`src/design/nusc_pkg.sv`:
```
// shared types, constants and start code compare for the annex b start code splitter
// no dependencies
`timescale 1ns / 1ps

package nusc_pkg;

    localparam int WIN_DEPTH = 4;
    localparam int MAX_RESULTS = 4;

    localparam logic [2:0] SC_LEN_NONE = 3'd0;
    localparam logic [2:0] SC_LEN_3 = 3'd3;
    localparam logic [2:0] SC_LEN_4 = 3'd4;

    typedef struct packed {
        logic [7:0] data;
        logic       first;
        logic [2:0] sc_len;
        logic       last;
        logic       orphan;
    } rec_t;

    // all results caused by one request
    typedef struct packed {
        rec_t [MAX_RESULTS-1:0] recs;
        logic [2:0]             cnt;
    } batch_t;

    // start code length at b0 with m bytes known from there
    function automatic logic [2:0] sc_len(
        input logic [7:0] b0,
        input logic [7:0] b1,
        input logic [7:0] b2,
        input logic [7:0] b3,
        input logic [2:0] m,
        input logic       blocked
    );
        logic [2:0] res;
        res = SC_LEN_NONE;
        if (!blocked)
        begin
            if (m >= 3'd4 && b0 == 8'h00 && b1 == 8'h00 && b2 == 8'h00 && b3 == 8'h01)
            begin
                res = SC_LEN_4;
            end
            else if (m >= 3'd3 && b0 == 8'h00 && b1 == 8'h00 && b2 == 8'h01)
            begin
                res = SC_LEN_3;
            end
        end
        return res;
    endfunction

endpackage

```
`src/design/nusc_front.sv`:
```
// front end: look-ahead window, start code detection, builds at most one batch per request
// depends on nusc_pkg
`timescale 1ns / 1ps

module nusc_front
(
    input  logic                  clk,
    input  logic                  rst_n,
    input  logic                  byte_valid,
    output logic                  byte_stall,
    input  logic [7:0]            data_byte,
    input  logic                  end_of_stream,
    output logic                  push,
    output nusc_pkg::batch_t      push_batch,
    input  logic                  queue_full
);

    logic [7:0] lb_reg [nusc_pkg::WIN_DEPTH];
    logic [7:0] lb_next [nusc_pkg::WIN_DEPTH];
    logic [2:0] fill_reg, fill_next;
    logic       sup_reg, sup_next;
    logic       ins_reg, ins_next;
    logic       drain_reg, drain_next;

    logic             accept;
    logic [2:0]       fill_e;
    logic             sup_e;
    logic             ins_e;
    logic [7:0]       bytes [8];
    logic [2:0]       n;
    logic [2:0]       nh;
    logic [2:0]       m [nusc_pkg::MAX_RESULTS];
    logic             sup_after [nusc_pkg::MAX_RESULTS];
    logic             ins_after [nusc_pkg::MAX_RESULTS];
    nusc_pkg::rec_t   h [nusc_pkg::MAX_RESULTS];
    nusc_pkg::rec_t   drain_rec;
    logic             s_cur;
    logic             i_cur;
    logic [2:0]       len_c;

    assign byte_stall = queue_full;
    assign accept = byte_valid && !queue_full;

    always_comb
    begin
        fill_e = drain_reg ? 3'd0 : fill_reg;
        sup_e = drain_reg ? 1'b0 : sup_reg;
        ins_e = drain_reg ? 1'b0 : ins_reg;

        for (int i = 0; i < 8; i++)
        begin
            bytes[i] = 8'h00;
            if (i < nusc_pkg::WIN_DEPTH && 3'(i) < fill_e)
            begin
                bytes[i] = lb_reg[i];
            end
        end
        bytes[fill_e] = data_byte;
        n = fill_e + 3'd1;

        // chained head releases
        s_cur = sup_e;
        i_cur = ins_e;
        for (int i = 0; i < nusc_pkg::MAX_RESULTS; i++)
        begin
            m[i] = n - 3'(i);
            len_c = nusc_pkg::sc_len(bytes[i], bytes[i+1], bytes[i+2], bytes[i+3], m[i], s_cur);
            s_cur = (len_c != nusc_pkg::SC_LEN_NONE);
            i_cur = i_cur | s_cur;
            sup_after[i] = s_cur;
            ins_after[i] = i_cur;
            h[i].data = bytes[i];
            h[i].first = s_cur;
            h[i].sc_len = len_c;
            h[i].orphan = !i_cur;
            if (m[i] <= 3'd1)
            begin
                h[i].last = 1'b1;
            end
            else
            begin
                h[i].last = nusc_pkg::sc_len(bytes[i+1], bytes[i+2], bytes[i+3], bytes[i+4],
                                             m[i] - 3'd1, s_cur) != nusc_pkg::SC_LEN_NONE;
            end
        end

        if (end_of_stream)
        begin
            nh = (n > 3'd4) ? 3'd4 : n;
        end
        else
        begin
            nh = (fill_e == 3'd4) ? 3'd1 : 3'd0;
        end

        drain_rec.data = lb_reg[0];
        drain_rec.first = 1'b0;
        drain_rec.sc_len = nusc_pkg::SC_LEN_NONE;
        drain_rec.last = 1'b1;
        drain_rec.orphan = !ins_reg;

        for (int j = 0; j < nusc_pkg::MAX_RESULTS; j++)
        begin
            push_batch.recs[j] = h[j];
        end
        push_batch.cnt = nh;
        if (drain_reg)
        begin
            push_batch.recs[0] = drain_rec;
            push_batch.recs[1] = h[0];
            push_batch.cnt = nh + 3'd1;
        end
        push = accept && (push_batch.cnt != 3'd0);

        // next state
        for (int j = 0; j < nusc_pkg::WIN_DEPTH; j++)
        begin
            lb_next[j] = lb_reg[j];
        end
        fill_next = fill_reg;
        sup_next = sup_reg;
        ins_next = ins_reg;
        drain_next = drain_reg;
        if (accept)
        begin
            if (!end_of_stream)
            begin
                drain_next = 1'b0;
                if (fill_e == 3'd4)
                begin
                    for (int j = 0; j < nusc_pkg::WIN_DEPTH; j++)
                    begin
                        lb_next[j] = bytes[j+1];
                    end
                    fill_next = 3'd4;
                    sup_next = sup_after[0];
                    ins_next = ins_after[0];
                end
                else
                begin
                    lb_next[fill_e[1:0]] = data_byte;
                    fill_next = fill_e + 3'd1;
                    sup_next = sup_e;
                    ins_next = ins_e;
                end
            end
            else if (n > 3'd4)
            begin
                lb_next[0] = bytes[4];
                fill_next = 3'd1;
                sup_next = 1'b0;
                ins_next = ins_after[nusc_pkg::MAX_RESULTS-1];
                drain_next = 1'b1;
            end
            else
            begin
                fill_next = 3'd0;
                sup_next = 1'b0;
                ins_next = 1'b0;
                drain_next = 1'b0;
            end
        end
    end

    always_ff @(posedge clk or negedge rst_n)
    begin
        if (!rst_n)
        begin
            fill_reg <= 3'd0;
            sup_reg <= 1'b0;
            ins_reg <= 1'b0;
            drain_reg <= 1'b0;
        end
        else
        begin
            fill_reg <= fill_next;
            sup_reg <= sup_next;
            ins_reg <= ins_next;
            drain_reg <= drain_next;
        end
    end

    always_ff @(posedge clk)
    begin
        for (int j = 0; j < nusc_pkg::WIN_DEPTH; j++)
        begin
            lb_reg[j] <= lb_next[j];
        end
    end

endmodule

```
`src/design/nusc_queue.sv`:
```
// short batch queue between front and back ends
// depends on nusc_pkg
`timescale 1ns / 1ps

module nusc_queue
#(
    parameter int DEPTH = 2
)
(
    input  logic             clk,
    input  logic             rst_n,
    input  logic             push,
    input  nusc_pkg::batch_t push_batch,
    output logic             full,
    input  logic             pop,
    output logic             head_valid,
    output nusc_pkg::batch_t head_batch
);

    localparam int PW = (DEPTH > 1) ? $clog2(DEPTH) : 1;
    localparam int CW = $clog2(DEPTH + 1);

    nusc_pkg::batch_t mem [DEPTH];
    logic [PW-1:0] wr_ptr_reg, wr_ptr_next;
    logic [PW-1:0] rd_ptr_reg, rd_ptr_next;
    logic [CW-1:0] count_reg, count_next;
    logic          do_push;
    logic          do_pop;

    assign full = (count_reg == CW'(DEPTH));
    assign head_valid = (count_reg != '0);
    assign head_batch = mem[rd_ptr_reg];
    assign do_push = push && !full;
    assign do_pop = pop && head_valid;

    always_comb
    begin
        wr_ptr_next = wr_ptr_reg;
        rd_ptr_next = rd_ptr_reg;
        count_next = count_reg;
        if (do_push)
        begin
            wr_ptr_next = (wr_ptr_reg == PW'(DEPTH - 1)) ? '0 : wr_ptr_reg + 1'b1;
        end
        if (do_pop)
        begin
            rd_ptr_next = (rd_ptr_reg == PW'(DEPTH - 1)) ? '0 : rd_ptr_reg + 1'b1;
        end
        if (do_push && !do_pop)
        begin
            count_next = count_reg + 1'b1;
        end
        else if (!do_push && do_pop)
        begin
            count_next = count_reg - 1'b1;
        end
    end

    always_ff @(posedge clk or negedge rst_n)
    begin
        if (!rst_n)
        begin
            wr_ptr_reg <= '0;
            rd_ptr_reg <= '0;
            count_reg <= '0;
        end
        else
        begin
            wr_ptr_reg <= wr_ptr_next;
            rd_ptr_reg <= rd_ptr_next;
            count_reg <= count_next;
        end
    end

    always_ff @(posedge clk)
    begin
        if (do_push)
        begin
            mem[wr_ptr_reg] <= push_batch;
        end
    end

endmodule

```
`src/design/nusc_back.sv`:
```
// back end: sends the results of the head batch one per cycle while unit_stall is low
// depends on nusc_pkg
`timescale 1ns / 1ps

module nusc_back
(
    input  logic             clk,
    input  logic             rst_n,
    input  logic             head_valid,
    input  nusc_pkg::batch_t head_batch,
    output logic             pop,
    output logic             unit_valid,
    input  logic             unit_stall,
    output logic [7:0]       out_byte,
    output logic             unit_first,
    output logic [2:0]       start_code_len,
    output logic             unit_last,
    output logic             orphan,
    output logic             run_last
);

    logic [1:0]     idx_reg, idx_next;
    nusc_pkg::rec_t cur;
    logic           sent;

    assign cur = head_batch.recs[idx_reg];
    assign unit_valid = head_valid;
    assign out_byte = cur.data;
    assign unit_first = cur.first;
    assign start_code_len = cur.sc_len;
    assign unit_last = cur.last;
    assign orphan = cur.orphan;
    assign run_last = ({1'b0, idx_reg} == head_batch.cnt - 3'd1);
    assign sent = head_valid && !unit_stall;
    assign pop = sent && run_last;

    always_comb
    begin
        idx_next = idx_reg;
        if (pop)
        begin
            idx_next = 2'd0;
        end
        else if (sent)
        begin
            idx_next = idx_reg + 2'd1;
        end
    end

    always_ff @(posedge clk or negedge rst_n)
    begin
        if (!rst_n)
        begin
            idx_reg <= 2'd0;
        end
        else
        begin
            idx_reg <= idx_next;
        end
    end

endmodule

```
`src/design/nal_unit_start_code_splitter_core.sv`:
```
// annex b start code splitter: one stream byte in, marked delayed bytes out
// a byte released by a request is registered in the batch queue and shows when its batch is at the queue head
// throughput: one byte per cycle while byte_stall is low; an end-of-stream request sends up to four results,
//   one per cycle from the back end while unit_stall is low, and the queue lets the front end keep taking bytes
// reset: window empty, no unit open, queue empty
// depends on nusc_pkg, nusc_front, nusc_queue, nusc_back
`timescale 1ns / 1ps

module nal_unit_start_code_splitter_core
#(
    parameter int QUEUE_DEPTH = 2
)
(
    input  logic       clk,
    input  logic       rst_n,
    input  logic       byte_valid,
    output logic       byte_stall,
    input  logic [7:0] data_byte,
    input  logic       end_of_stream,
    output logic       unit_valid,
    input  logic       unit_stall,
    output logic [7:0] out_byte,
    output logic       unit_first,
    output logic [2:0] start_code_len,
    output logic       unit_last,
    output logic       orphan,
    output logic       run_last
);

    logic             push;
    nusc_pkg::batch_t push_batch;
    logic             queue_full;
    logic             pop;
    logic             head_valid;
    nusc_pkg::batch_t head_batch;

    nusc_front u_front
    (
        .clk           (clk),
        .rst_n         (rst_n),
        .byte_valid    (byte_valid),
        .byte_stall    (byte_stall),
        .data_byte     (data_byte),
        .end_of_stream (end_of_stream),
        .push          (push),
        .push_batch    (push_batch),
        .queue_full    (queue_full)
    );

    nusc_queue #(.DEPTH(QUEUE_DEPTH)) u_queue
    (
        .clk        (clk),
        .rst_n      (rst_n),
        .push       (push),
        .push_batch (push_batch),
        .full       (queue_full),
        .pop        (pop),
        .head_valid (head_valid),
        .head_batch (head_batch)
    );

    nusc_back u_back
    (
        .clk            (clk),
        .rst_n          (rst_n),
        .head_valid     (head_valid),
        .head_batch     (head_batch),
        .pop            (pop),
        .unit_valid     (unit_valid),
        .unit_stall     (unit_stall),
        .out_byte       (out_byte),
        .unit_first     (unit_first),
        .start_code_len (start_code_len),
        .unit_last      (unit_last),
        .orphan         (orphan),
        .run_last       (run_last)
    );

endmodule
```
`config.mk`:
```
export PLATFORM = sky130hd
export DESIGN_NAME = nal_unit_start_code_splitter_core
export DESIGN_NICKNAME = d
export VERILOG_FILES = /design/src/design/nusc_pkg.sv /design/src/design/nusc_front.sv /design/src/design/nusc_queue.sv /design/src/design/nusc_back.sv /design/src/design/nal_unit_start_code_splitter_core.sv
export SDC_FILE = /design/constraint.sdc
export NUM_CORES = 1
export LEC_CHECK = 0
export BUFFER_PORTS_ARGS = -buffer_cell sky130_fd_sc_hd__buf_2
export CAP_MARGIN = 20
export CORE_MARGIN = 4
export CORE_UTILIZATION = 55
export DETAILED_ROUTE_END_ITERATION = 12
export PLACE_DENSITY = 0.83
export SYNTH_ARGS = -nofsm -noshare
export SYNTH_HDL_FRONTEND = slang
export SYNTH_SLANG_ARGS = --single-unit
```
`constraint.sdc`:
```
create_clock -name clk -period 5.6 [get_ports clk]
set_input_delay 0.56 -clock clk [delete_from_list [all_inputs] [get_ports clk]]
set_output_delay 0.56 -clock clk [all_outputs]
set_load 0.03 [all_outputs]
```
==> summary.md, run 1 <==
| Metric | Value |
|---|---|
| Final setup vio count | `0` |
| Synthesized area | `approximately 0.0076 mm^2` |
| Startpoint Class | `flip-flop` |
| Die height | `~130 um` |
| Cell variety after synth | `72` |
| Core area | `0.01345 mm^2` |
| GR Util met1 | `0.2915` |
| Seq pwr share | `0.350` |
| YS warnings | `0` |
| CP max stage delay | `0.97 ns` |
| Worst-path maximum fanout | `32` |
| Outcome | `finished clean` |
| Layout cells sized above 1 | `0.2440` |
| Port Buffers | `29` |
| Post_cts resized | `0` |
| Peak supply drop | `~0.00030 V` |
| Mux cell area share after synthesis | `0.1114` |
| Hold Path Class | `in2async` |
| Met3 global-route usage | `0.04996` |
| Sw Ratio | `0.3941` |
| Detail Placement HPWL | `roughly 11 mm` |
| First-pass GRT wire length | `25.32 mm` |
| Fin nets | `600` |
| Number of flops mapped to enable cells by yosys | `between 100 and 150` |
| Maximum buffer depth of the clock tree | `2` |
| WL final | `around 16 mm` |
| Max reg flops | `between 100 and 150` |
| Initial Util | `0.5685` |
| Top delay family on crit path | `simple AND/OR/NAND/NOR gates` |
| Rel. slew slack | `0.2941` |
| # Post-CTS Setup Buffers | `0` |
| Int Pwr | `~0.0034 W` |
| FP Rows | `42` |
| Met2 usage | `0.3218` |
| Syn Inst Count | `between 500 and 600` |
| Number of CTS-inserted buffers | `17` |
| Crit path cell chain | `nor2b_1 > nand2_1 > inv_1 > ha_1 > inv_1 > nand2_1 > o311a_1 > o31a_1 > and2_2 > buf_4` |
| Post-synthesis net count | `~580` |
| Clk pin slew, worst setup/hold paths | `0.06 ns` |
| RSZ-0062 raised after global routing | `false` |
| Post-Synth Simple-Gate Area | `0.1359` |
| Hold Buf Count CTS | `0` |
| DRT Pass-1 Iters | `5` |
| Area share of the largest cell type after synthesis | `0.5575` |
| DP Worst Slack | `1.414 ns` |
| Crit-path slowest cell | `dfrtp_1` |
| Worst Max-Slew Pin Slew | `approximately 1.1 ns` |
| CP endpoint kind | `flip-flop` |
| Crit Reg-Reg Startpoint | `u_front.fill_reg[0]` |
| Post-Syn Area per Cell | `about 14 um^2` |
| Placer Congestion | `0.9918` |
| Vias per inst | `6.371` |
| Final cycle utilization of the critical path | `0.7583` |
| Fin crit period | `about 4.2 ns` |
| Fin. Hold Viols | `0` |
| R2R setup slack | `between 1 and 1.5 ns` |
| Setup TNS | `0 ns` |
| Worst setup margin | `roughly 1.4 ns` |
| Most instantiated cells after synthesis | `142 x edfxtp_1, 61 x nand2_1, 29 x nor2_1` |
| Antenna violations before repair | `0` |
| FF+latch count, synth | `~150` |
| # diodes | `0` |
| Antenna Violating Nets Remaining | `0` |
| Die area | `0.01586 mm^2` |
| Largest family of logic cells by synthesized area | `simple AND/OR/NAND/NOR gates` |
| Largest net degree at the start of global routing | `56` |
| Xor/xnor share of the synthesized area | `0.01031` |
| Ys async rst share | `0.07792` |
| Post-synth top area cell | `edfxtp_1` |
| Clock sinks | `approximately 150` |
| CP arrival | `4.34 ns` |
| R2R cell count | `10` |
| Vias in the first global route | `around 4,700` |
| Primary FF master, synth | `edfxtp_1` |
| Root Buffer | `clkbuf_16` |
| Initial DRC Count | `470` |
| Setup Skew | `~0.014 ns` |
| WP buf/inv | `3` |
| Critical Path RT | `about 5.7 ns` |
| H-tree depth | `4` |
| Area growth, synth to finish | `10.53%` |
| Compound-Gate Fraction of Synth Area | `0.08801` |
| Top Usage Layer GRT | `met2` |
| I/O pin cnt | `30` |
| Area contributors post-synth | `edfxtp_1 56%, mux4_2 7.7%, dfrtp_1 3.9%, mux2_2 3.1%, nand2_1 3.0%` |
| CTS tree | `yes` |
| PD cells | `~650 mW/mm^2` |
| Post-Synth Adder-Cell Area | `0.02290` |
| Pleak | `2.998 nW` |
| Post-DR wirelength/cell | `about 21 um` |
| Sw power | `between 0.002 and 0.0025 W` |
| Total of max-cap violations | `0` |
| Total GRT Usage | `0.2076` |
| Most common cell in the netlist | `edfxtp_1` |
| Worst-skew pair later-pin latency | `0.43 ns` |
| Reg-to-reg endpoint | `u_queue.mem[1][56]` |
| Gate power share | `0.446` |
| Kind of critical path | `reg2reg` |
| Max-slew violations | `0` |
| Post-synthesis sequential area ratio | `0.5968` |
| Global route overflow | `0` |
| DRC | `0` |
| Die extent in x | `approximately 130 um` |
| Vias | `about 5,000` |
| Max Fclk | `~0.24 GHz` |
| Clock Power Share | `0.204` |
## through the flow
stage / power [W] / area (um^2) / cells / hold slack, ns / util
detailed placement: 0.004383 / 7864 / 728 / 0.4626 / 0.5845
global placement: 0.004294 / 7864 / 728 / 0.4590 / 0.5845
floorplan: 0.003834 / 7649 / 557 / 0.2644 / -
CTS: 0.005532 / 8444 / 760 / 0.007801 / 0.6277
global route: 0.005827 / 8454 / 762 / 0.01969 / 0.6284
finish: 0.005535 / 8454 / 762 / 0.01393 / 0.6284
## worst register-to-register path, stage by stage (launching register included)
cell and delay (ns):
dfrtp_1 0.97, nor2b_1 0.52, nand2_1 0.18, inv_1 0.11, ha_1 0.39, inv_1 0.16, nand2_1 0.10, o311a_1 0.18
o31a_1 0.22, and2_2 0.66, buf_4 0.42
## power by group through the flow
stage	clock network [W]	logic, W	registers [W]
2_1_floorplan	0	0.00199	0.00184
3_3_place_gp	0	0.00236	0.00193
3_5_place_dp	0	0.00242	0.00196
4_1_cts	0.00114	0.00245	0.00194
5_1_grt	0.00119	0.00266	0.00197
6_report	0.00113	0.00247	0.00194
## metal layers
| layer | vias to the layer above | routed length [um] |
|---|---|---|
| met4 | 0 | 286 |
| li1 | 2186 | - |
| met2 | 238 | 7663 |
| met5 | - | 0 |
| met1 | 2407 | 6631 |
| met3 | 24 | 1334 |
## area by class of cell
| type | count | area (um^2) |
|---|---|---|
| fill | 993 | 4999 |
| sequential | 154 | 4566 |
| multi-input combinational | 348 | 2828 |
| clock buffer | 18 | 429.2 |
| tap | 176 | 220.2 |
| timing repair buffer | 38 | 207.7 |
| clock inverter | 14 | 151.4 |
| inverter | 14 | 52.55 |
## layout by cell type, fill, tap and decap left out, types with 3 or more instances in the layout
cell / count
nor2_1: 29
inv_1: 12
clkbuf_16: 17
ha_1: 14
nor4_1: 8
nor2b_1: 4
a211oi_1: 3
a22o_1: 16
o21ai_0: 12
mux4_2: 26
or3_1: 3
nand3_1: 21
clkinv_1: 5
and2_1: 11
buf_4: 7
mux2i_1: 3
a41oi_1: 3
edfxtp_1: 142
a31oi_1: 6
a32oi_1: 3
xnor2_1: 5
nand4b_1: 8
dfrtp_1: 11
mux2_2: 21
or4bb_1: 3
a21oi_1: 19
a21o_1: 4
nand2_1: 61
nor3_1: 5
xor2_1: 4
o21ai_1: 4
nor4_2: 4
bufinv_16: 3
buf_2: 31
## worst max-delay path by stage
| stage | startpoint | end | slack [ns] | depth (start not counted) |
|---|---|---|---|---|
| after floorplan | u_front.fill_reg[1] | u_queue.mem[0][0] | 0.63 | 10 |
| after detailed placement | u_front.fill_reg[0] | u_queue.mem[1][56] | 1.41 | 10 |
| after global routing | u_front.fill_reg[0] | u_queue.mem[1][41] | 0.97 | 10 |
| after CTS | u_front.fill_reg[0] | u_queue.mem[1][41] | 1.39 | 10 |
| after global placement | u_front.fill_reg[0] | u_queue.mem[1][41] | 1.57 | 10 |
| final | u_front.fill_reg[0] | u_queue.mem[1][56] | 1.35 | 10 |
## logic make-up after synthesis
kind of cell	count (synthesis)
compound gates	91
fa+ha+maj	14
buf+inv	55
simple gates	184
mux	50
flops	154
xor+xnor	9
Note: power is estimated with default switching activity, not from simulation.
==> run 2, diff against run 1 <==
--- a/config.mk
+++ b/config.mk
@@ -10,7 +10,7 @@
 export CORE_MARGIN = 4
 export CORE_UTILIZATION = 55
 export DETAILED_ROUTE_END_ITERATION = 12
-export PLACE_DENSITY = 0.83
+export PLACE_DENSITY = 0.86
 export SYNTH_ARGS = -nofsm -noshare
 export SYNTH_HDL_FRONTEND = slang
 export SYNTH_SLANG_ARGS = --single-unit
==> constraint.sdc (replaced) <==
create_clock -name clk -period 3.4 [get_ports clk]
set_input_delay 0.34 -clock clk [delete_from_list [all_inputs] [get_ports clk]]
set_output_delay 0.34 -clock clk [all_outputs]
set_load 0.03 [all_outputs]
==> run 2 against run 1 <==
Non-clock buffer count is 11 higher. Critical path depth fell by 2. Cell area up 1.6%. First-iteration DRC count increased by 70%. Die area unchanged. Sequential cell count stayed put. Critical endpoint is now u_queue.mem[0][31]. Largest cell class unchanged. Largest power group unchanged.
==> summary.md, run 2 (synthesis gave the netlist of run 1 again) <==
| Metric | Value |
|---|---|
| Antenna Violating Nets Remaining | `0` |
| Most frequent cells in the layout | `142 x edfxtp_1, 61 x nand2_1, 29 x nor2_1, 29 x buf_2, 26 x mux4_2` |
| RSZ-0062 raised after global routing | `false` |
| Finished Core Util | `0.6385` |
| # Post-CTS Setup Buffers | `0` |
| CP arrival | `3.40 ns` |
| Hold Buf Count CTS | `1` |
| Clock sinks | `154` |
| Final cycle utilization of the critical path | `0.9267` |
| Peak supply drop | `~0.00051 V` |
| Fin nets | `slightly above 600` |
| Final Instance Area | `roughly 0.0086 mm^2` |
| Largest net degree at the start of global routing | `56` |
| Maximum buffer depth of the clock tree | `2` |
| DP Area | `0.007996 mm^2` |
| FP Rows | `42` |
| Vias in the first global route | `between 5,000 and 6,000` |
| Root Buffer | `clkbuf_16` |
| Number of CTS-inserted buffers | `17` |
| Core area | `0.01345 mm^2` |
| Antenna violations before repair | `0` |
| Crit path cell chain | `buf_4 > or4bb_1 > a31oi_1 > nor4_2 > nand2_2 > and4b_4 > nor3_2 > a21boi_1` |
| Area occupied by multi-input gates | `approximately 0.0028 mm^2` |
| Clk pin slew, worst setup/hold paths | `around 0.07 ns` |
| Placer Congestion | `roughly 0.95` |
| Setup TNS | `0 ns` |
| Initial DRC Count | `798` |
| Total GRT Usage | `0.2222` |
| Non-filler cells, final | `roughly 770` |
| CP max stage delay | `between 0.6 and 0.7 ns` |
| Outcome | `finished clean` |
| Die height | `125.9 um` |
| FF/Latch Area | `0.004566 mm^2` |
| First-pass GRT wire length | `27.57 mm` |
| DRC | `0` |
| H-tree depth | `4` |
| Die extent in x | `125.9 um` |
| PD cells | `roughly 1100 mW/mm^2` |
| Commonest non-fill, non-tap cell in the layout | `edfxtp_1` |
| Fin. Hold Viols | `0` |
| I/O pin cnt | `30` |
| Post-DR wirelength/cell | `~22 um` |
| Initial Util | `0.5685` |
| Hold Path Class | `in2reg` |
| Worst-path maximum fanout | `17` |
| Setup Skew | `~0.011 ns` |
| # diodes | `0` |
| Cells after DPL | `740` |
| Total of max-cap violations | `0` |
| Worst-skew pair later-pin latency | `about 0.43 ns` |
| Fillers | `948` |
| Die area | `0.01586 mm^2` |
| Max reg flops | `110` |
| Pleak | `between 3 and 4 nW` |
| Startpoint Class | `flip-flop` |
| Max-slew violations | `0` |
| Fin crit period | `3.151 ns` |
| Vias | `4,981` |
| Layout cells sized above 1 | `0.2680` |
| Port Buffers | `29` |
| Kind of critical path | `reg2reg` |
| Detail Placement HPWL | `11.04 mm` |
| Area growth, synth to finish | `12.30%` |
| Max Fclk | `0.3174 GHz` |
| Post_cts resized | `0` |
| WL final | `about 17 mm` |
| CP endpoint kind | `flip-flop` |
| Rel. slew slack | `0.3047` |
| CTS tree | `yes` |
| Vias per inst | `6.444` |
| Crit-path slowest cell | `dfrtp_1` |
| Critical Path RT | `3.65 ns` |
| Final setup vio count | `0` |
| Global route overflow | `0` |
| Worst Max-Slew Pin Slew | `about 1.0 ns` |
| DRT Pass-1 Iters | `5` |
==> run 2: metrics by stage <==
step	total power, W	hold slack, ns	worst slack (ns)
after CTS	0.009267	0.2318	0.3083
after global placement	0.007238	0.2403	0.4753
after global routing	0.009796	0.2304	0.1241
after floorplan	0.006315	0.04441	0.07470
after detailed placement	0.007394	0.2397	0.3210
final	0.009288	0.2399	0.2494
==> run 2: power by group <==
group | switching (W) | total (W) | leakage (nW) | internal (W)
registers | 0.000243 | 0.00310 | 1.45 | 0.00286
clock network | 0.000817 | 0.00185 | 0.279 | 0.00104
logic | 0.00270 | 0.00433 | 1.33 | 0.00163
==> run 2: worst paths after layout <==
kind,startpoint,endpoint,slack [ns],cells after the start
hold / removal,unit_stall,u_back.idx_reg[0],0.24,3
setup / recovery,u_front.fill_reg[1],u_queue.mem[0][31],0.25,8
hold reg to reg,u_queue.count_reg[1],u_queue.count_reg[1],0.50,1
max in group asynchronous,rst_n,u_queue.rd_ptr_reg,2.80,2
min in group asynchronous,rst_n,u_queue.count_reg[0],0.36,2
setup reg to reg,u_front.fill_reg[1],u_queue.mem[0][31],0.25,8
==> run 2: final cells by class <==
type,count,share of cell area
Sequential cell,154,0.5315
Tap cell,176,0.02564
Clock buffer,17,0.04953
Inverter,14,0.006118
Timing Repair Buffer,49,0.03904
Clock inverter,15,0.01835
Multi-Input combinational cell,348,0.3298
==> run 2: metal layers <==
| metal | part of all wire | vias to the layer above | global-route usage | wire (um) |
|---|---|---|---|---|
| met5 | 0 | - | 0 | 0 |
| met4 | 0.025 | 0 | 0.08013 | 421 |
| met3 | 0.092 | 56 | 0.05546 | 1544 |
| met2 | 0.48 | 273 | 0.3496 | 8013 |
| met1 | 0.41 | 2446 | 0.3039 | 6815 |
| li1 | - | 2206 | - | - |
==> run 2: worst max-delay path: cells and delay by family (launching register included) <==
family | cells | cell delay (ns)
simple gates | 5 | 1.34
compound gates | 2 | 0.72
flops | 1 | 0.62
buf+inv | 1 | 0.29
